## config.mk

```make
export PLATFORM = sky130hd
export DESIGN_NAME = radical_inverse_generator_core
export DESIGN_NICKNAME = d
export VERILOG_FILES = /design/src/sv/rig_pkg.sv /design/src/sv/rig_digit_step.sv /design/src/sv/rig_frac_step.sv /design/src/sv/radical_inverse_generator_core.sv
export SDC_FILE = /design/constraint.sdc
export NUM_CORES = 2
export LEC_CHECK = 0
export ABC_AREA = 1
export BUFFER_PORTS_ARGS = -buffer_cell sky130_fd_sc_hd__buf_2
export CORE_MARGIN = 2
export CORE_UTILIZATION = 57
export DETAILED_ROUTE_END_ITERATION = 12
export GPL_TIMING_DRIVEN = 0
export PLACE_DENSITY = 0.74
export SYNTH_ARGS = -nofsm -noshare
export SYNTH_HDL_FRONTEND = slang
export SYNTH_HIERARCHICAL = 1
export SYNTH_SLANG_ARGS = --single-unit
```

## constraint.sdc

```tcl
create_clock -name i_clk -period 7.8 [get_ports i_clk]
set_input_delay 1.56 -clock i_clk [delete_from_list [all_inputs] [get_ports i_clk]]
set_output_delay 1.56 -clock i_clk [all_outputs]
set_load 0.05 [all_outputs]
```

## src/sv/rig_pkg.sv

```systemverilog
`timescale 1ns / 1ps
`default_nettype none

package rig_pkg;

    localparam int INDEX_BITS  = 31;
    localparam int BASE_BITS   = 8;
    localparam int FRAC_BITS   = 32;

    // Quotient bits resolved per cycle while a digit is split off the index.
    localparam int DIGIT_STEPS = 4;
    localparam int DIV_CYC     = (INDEX_BITS + DIGIT_STEPS - 1) / DIGIT_STEPS;
    localparam int WORK_BITS   = DIV_CYC * DIGIT_STEPS;

    // The denominator is base to the power of the digit count, at most index times base.
    localparam int DEN_W       = INDEX_BITS + BASE_BITS;
    localparam int CNT_W       = $clog2(FRAC_BITS);

    typedef enum logic [2:0] {
        ST_IDLE,
        ST_DIV,
        ST_ACC,
        ST_FRAC,
        ST_DONE
    } t_state;

endpackage

`default_nettype wire

```

## src/sv/rig_digit_step.sv

```systemverilog
`timescale 1ns / 1ps
`default_nettype none

module rig_digit_step (
    input  wire logic [rig_pkg::WORK_BITS-1:0] i_work,
    input  wire logic [rig_pkg::BASE_BITS-1:0] i_rem,
    input  wire logic [rig_pkg::BASE_BITS-1:0] i_base,
    output logic      [rig_pkg::WORK_BITS-1:0] o_work,
    output logic      [rig_pkg::BASE_BITS-1:0] o_rem
);
    import rig_pkg::*;

    logic [WORK_BITS-1:0] w;
    logic [BASE_BITS-1:0] r;
    logic [BASE_BITS:0]   t;

    // Restoring division, most significant bit first. The dividend shifts out at
    // the top of the word while the quotient bits shift in at the bottom.
    always_comb begin
        w = i_work;
        r = i_rem;
        t = '0;
        for (int s = 0; s < DIGIT_STEPS; s++) begin
            t = {r, w[WORK_BITS-1]};
            w = {w[WORK_BITS-2:0], 1'b0};
            if (t >= {1'b0, i_base}) begin
                t    = t - {1'b0, i_base};
                w[0] = 1'b1;
            end
            r = t[BASE_BITS-1:0];
        end
        o_work = w;
        o_rem  = r;
    end

endmodule

`default_nettype wire

```

## src/sv/rig_frac_step.sv

```systemverilog
`timescale 1ns / 1ps
`default_nettype none

module rig_frac_step (
    input  wire logic [rig_pkg::DEN_W-1:0] i_rem,
    input  wire logic [rig_pkg::DEN_W-1:0] i_den,
    output logic      [rig_pkg::DEN_W-1:0] o_rem,
    output logic                           o_bit
);
    import rig_pkg::*;

    logic [DEN_W:0] t;
    logic [DEN_W:0] d;

    // One binary long-division step; the remainder stays below the denominator.
    always_comb begin
        t     = {i_rem, 1'b0};
        d     = t - {1'b0, i_den};
        o_bit = (t >= {1'b0, i_den});
        o_rem = o_bit ? d[DEN_W-1:0] : t[DEN_W-1:0];
    end

endmodule

`default_nettype wire

```

## src/sv/radical_inverse_generator_core.sv

```systemverilog
`timescale 1ns / 1ps
`default_nettype none

// Halton radical inverse of an index in a run-time base.
// Input channel: i_valid / o_ready carry i_index and i_base. Output channel:
// o_valid / i_ready carry o_fraction, floor(2^32 times the mirrored digit
// string read as a fraction), an unsigned Q0.32 value.
// One item is in flight at a time: o_ready is high only while the block is
// idle. Each base-b digit is split off the index in ST_DIV by a divider that
// resolves four quotient bits a cycle; ST_ACC then folds it into the numerator
// and denominator. A final binary long division in ST_FRAC turns numerator over
// denominator into the fraction. An index of zero, or a base below two, gives a
// fraction of zero in the cycle after the transfer. The next item is taken in
// the cycle after the output transfer.
// The result is held in its register with o_valid high until the receiver
// takes it; a stalled receiver simply delays the return to idle.
// Reset (synchronous, active low) returns the block to idle and drops o_valid.
module radical_inverse_generator_core (
    input  wire logic                           i_clk,
    input  wire logic                           i_rst_n,
    input  wire logic                           i_valid,
    output logic                                o_ready,
    input  wire logic [rig_pkg::INDEX_BITS-1:0] i_index,
    input  wire logic [rig_pkg::BASE_BITS-1:0]  i_base,
    output logic                                o_valid,
    input  wire logic                           i_ready,
    output logic      [rig_pkg::FRAC_BITS-1:0]  o_fraction
);
    import rig_pkg::*;

    t_state r_state, n_state;
    logic [CNT_W-1:0]     r_cnt, n_cnt;
    logic [WORK_BITS-1:0] r_work, n_work;
    logic [BASE_BITS-1:0] r_base, n_base;
    logic [BASE_BITS-1:0] r_rem, n_rem;
    logic [DEN_W-1:0]     r_num, n_num;
    logic [DEN_W-1:0]     r_den, n_den;
    logic [FRAC_BITS-1:0] r_frac, n_frac;

    logic [WORK_BITS-1:0]       dig_work;
    logic [BASE_BITS-1:0]       dig_rem;
    logic [DEN_W-1:0]           fr_rem;
    logic                       fr_bit;
    logic [DEN_W+BASE_BITS-1:0] num_prod;
    logic [DEN_W+BASE_BITS-1:0] den_prod;

    rig_digit_step u_digit (
        .i_work (r_work),
        .i_rem  (r_rem),
        .i_base (r_base),
        .o_work (dig_work),
        .o_rem  (dig_rem)
    );

    rig_frac_step u_frac (
        .i_rem  (r_num),
        .i_den  (r_den),
        .o_rem  (fr_rem),
        .o_bit  (fr_bit)
    );

    assign num_prod = r_num * r_base;
    assign den_prod = r_den * r_base;

    always_ff @(posedge i_clk) begin
        if (!i_rst_n) begin
            r_state <= ST_IDLE;
            r_cnt   <= '0;
        end else begin
            r_state <= n_state;
            r_cnt   <= n_cnt;
        end
    end

    always_ff @(posedge i_clk) begin
        r_work <= n_work;
        r_base <= n_base;
        r_rem  <= n_rem;
        r_num  <= n_num;
        r_den  <= n_den;
        r_frac <= n_frac;
    end

    always_comb begin
        n_state = r_state;
        n_cnt   = r_cnt;
        n_work  = r_work;
        n_base  = r_base;
        n_rem   = r_rem;
        n_num   = r_num;
        n_den   = r_den;
        n_frac  = r_frac;
        o_ready = 1'b0;
        o_valid = 1'b0;

        case (r_state)
            ST_IDLE: begin
                o_ready = 1'b1;
                if (i_valid) begin
                    n_work = WORK_BITS'(i_index);
                    n_base = i_base;
                    n_rem  = '0;
                    n_num  = '0;
                    n_den  = DEN_W'(1);
                    n_frac = '0;
                    n_cnt  = '0;
                    if (i_index == '0 || i_base < BASE_BITS'(2)) begin
                        n_state = ST_DONE;
                    end else begin
                        n_state = ST_DIV;
                    end
                end
            end
            ST_DIV: begin
                n_work = dig_work;
                n_rem  = dig_rem;
                n_cnt  = r_cnt + CNT_W'(1);
                if (r_cnt == CNT_W'(DIV_CYC - 1)) begin
                    n_state = ST_ACC;
                end
            end
            ST_ACC: begin
                // The digit just split off goes in as the next less significant one.
                n_num = num_prod[DEN_W-1:0] + DEN_W'(r_rem);
                n_den = den_prod[DEN_W-1:0];
                n_rem = '0;
                n_cnt = '0;
                if (r_work == '0) begin
                    n_state = ST_FRAC;
                end else begin
                    n_state = ST_DIV;
                end
            end
            ST_FRAC: begin
                n_num  = fr_rem;
                n_frac = {r_frac[FRAC_BITS-2:0], fr_bit};
                n_cnt  = r_cnt + CNT_W'(1);
                if (r_cnt == CNT_W'(FRAC_BITS - 1)) begin
                    n_state = ST_DONE;
                end
            end
            ST_DONE: begin
                o_valid = 1'b1;
                if (i_ready) begin
                    n_state = ST_IDLE;
                end
            end
            default: begin
                n_state = ST_IDLE;
            end
        endcase
    end

    assign o_fraction = r_frac;

endmodule

`default_nettype wire

```

==> results.json <==
{
  "status": "complete, no violations",
  "cts.sinks": 166,
  "clk_latency_ps": 460,
  "num-fill-cells": 5455,
  "worstSetupEndpoint": "r_rem[3]$_SDFFCE_PN0P_",
  "report.final.setup_viol": 0,
  "drive_gt1_share_pct": 8.03,
  "dp.cells": 5634,
  "synth_common_cells": "nand2_1, inv_1, fa_1",
  "vias": 29800,
  "cp_common_cell": "nand2_1",
  "yosys_most_used_dff": "edfxtp_1",
  "cts_buffers": 17,
  "drc_errors": 0,
  "grt_antenna_before_repair": 0,
  "num_antenna_cells": 0,
  "synth_top_area_share_pct": 24.8,
  "cts-root-buf": "clkbuf_16",
  "synth.yosys.seq_area_share_pct": 14.9,
  "synth.avg_cell_area_um2": 6.88,
  "drt-total-wl_mm": 101,
  "synthToLayoutAreaGrowth_pct": 6.22,
  "rr_worst_depth": 45,
  "crit_path_max_incr_delay_ps": 430,
  "period_share_pct": 90.9,
  "drtIter0Drc": 2819,
  "clk_pin_slew_worst_paths_ps": 70,
  "cpMaxStageDelayCell": "edfxtp_1",
  "synth_cells": 4791,
  "met1_length_mm": 41.4,
  "crit_type": "reg2reg",
  "port_buffers": 76,
  "gr-total-overflow": 0,
  "start_util_pct": 57.4,
  "dpl.hpwl_mm": 85.7,
  "r2r_setup_slack_ps": 710,
  "finalMaxSlewViolations": 0,
  "cts_tree": "done",
  "ys_types": 60,
  "fp.dieH_um": 244,
  "htreeDepth": 4,
  "min_path_type": "reg2reg",
  "final_util_pct": 61.0,
  "yosysMostFrequentCell": "nand2_1",
  "coreArea_um2": 57400,
  "rsz0062_at_grt": "no",
  "skew_ps": 17.4,
  "r2r_end": "r_rem[3]$_SDFFCE_PN0P_",
  "ys_ff_latch": 166,
  "async_reset_ff_share_pct": 0,
  "required_ps": 8110,
  "wl_met2_mm": 43.0,
  "first_pass_iters": 7,
  "yosysWarningCount": 6,
  "synth_area_leaders": "fa_1, nand2_1, inv_1",
  "synth-edff-count": 158,
  "fp.dieW_um": 244,
  "tightestPinTransition_ps": 1270,
  "rows": 88,
  "finalNonFillerCells": 5671,
  "gp_congestion": 1.02,
  "timing.rr.start": "r_base[6]$_DFFE_PP_",
  "grt_usage_pct": 35.1,
  "seqCellArea_um2": 4900,
  "cp-end-kind": "flip-flop",
  "design.die.area_um2": 59700,
  "synth_nets": 5440,
  "grt_pass1_vias": 29500,
  "antenna_left": 0,
  "vias_per_cell": 5.25,
  "wl_met3_mm": 11.3,
  "worstSetupStartpointType": "flip-flop",
  "clock_path_buffers": 2,
  "crit_arrival_ps": 7400,
  "min_period_ps": 7090,
  "cp_max_fo": 10,
  "grt_pass1_wl_mm": 161,
  "wl_per_cell_um": 17.9,
  "grt_max_degree": 33,
  "multiInputGateArea_um2": 22000,
  "syn_area_um2": 32900,
  "cp-startpoint": "r_base[6]$_DFFE_PP_",
  "relSlewSlack_pct": 15.3,
  "setup-tns-final_ps": 0,
  "cap_violations": 0,
  "pin_count": 77,
  "synth_area_leader_cell": "fa_1",
  "hold_viol_final": 0,
  "final_nets": 5542,
  "fmax_mhz": 141,
  "maxUsedRoutingLayer": "met4"
}
[cell families after synthesis]
group           count (synthesis)  synth area share, %
fa+ha+maj                     606                 32.3
xor+xnor                       59                 1.57
compound gates                371                 6.67
simple gates                 2048                 26.1
buf+inv                      1541                 18.5
flops                         166                 14.9
[stage by stage]
step | hold slack (ps) | area (um2) | setup slack, ps
floorplan | 456 | 32900 | 1500
CTS | 491 | 34900 | 122
global placement | 474 | 34300 | 189
global route | 511 | 35000 | 154
detailed placement | 481 | 34300 | 164
finish | 488 | 35000 | 710
[registers in the layout, summed over array words and instances (netlist names)]
register	cells
r_rem	8
r_den	39
r_state	3
o_fraction	32
r_cnt	5
r_num	39
r_work	32
r_base	8
[how the worst min path moves through the flow]
stage | endpoint | slack (ps) | startpoint | cells after the start
after global routing | r_cnt[4]$_SDFFE_PN0P_ | 510 | r_cnt[4]$_SDFFE_PN0P_ | 2
after global placement | r_cnt[0]$_SDFFE_PN0P_ | 470 | r_cnt[0]$_SDFFE_PN0P_ | 2
after CTS | r_cnt[4]$_SDFFE_PN0P_ | 490 | r_cnt[4]$_SDFFE_PN0P_ | 2
after detailed placement | r_cnt[4]$_SDFFE_PN0P_ | 480 | r_cnt[4]$_SDFFE_PN0P_ | 2
final | r_cnt[4]$_SDFFE_PN0P_ | 490 | r_cnt[4]$_SDFFE_PN0P_ | 2
after floorplan | r_cnt[1]$_SDFFE_PN0P_ | 460 | r_cnt[1]$_SDFFE_PN0P_ | 2
[metal layers]
metal | track usage, % | vias up
li1 | - | 14200
met1 | 47.9 | 14000
met2 | 53.3 | 1414
met3 | 7.31 | 213
met4 | 16.7 | 0
met5 | 0 | -
[cell type report]
type / instances / share of cell area, %
Multi-Input combinational cell: 3084 / 62.8
Clock inverter: 15 / 0.533
Clock buffer: 17 / 1.22
Inverter: 1352 / 14.5
Buffer: 189 / 2.86
Tap cell: 765 / 2.74
Sequential cell: 166 / 14.0
Timing Repair Buffer: 83 / 1.31
[layout by cell type (no fill, tap or decap), types with 12 or more instances in the layout]
cell type,synthesis,layout
clkbuf_16,0,17
fa_1,408,408
buf_2,21,97
nand4_1,44,44
inv_1,1332,1332
nand2_1,1440,1438
nor2_1,293,293
nand3b_1,16,16
nand2_2,26,28
edfxtp_1,158,158
o21ai_0,104,103
clkbuf_1,61,61
a21oi_1,155,155
inv_2,18,18
o21ai_2,35,35
o21bai_1,24,24
xnor2_1,19,19
buf_4,29,34
o21ai_1,12,12
nand3_2,23,23
nand3_1,129,129
xor2_1,40,40
ha_1,198,198
clkbuf_2,58,58
nor3_1,19,19
[worst max-delay path, delay by kind of cell, from the launching register on]
family | cells | cell delay, ps
DFF | 1 | 430
buffers and inverters | 7 | 930
and+or+nand+nor | 23 | 2430
AOI/OAI and AO/OA | 11 | 1810
adders and majority gates | 4 | 1350
[timing repair]
action	CTS	global route
resized for setup	0	1
hold endpoints to repair	0	0
buffers inserted	0	5
hold buffers	0	0
endpoints found under the setup margin	0	9
Power is not shown: default switching activity piles up to over one toggle a cycle in this logic, so the estimate is an artifact.
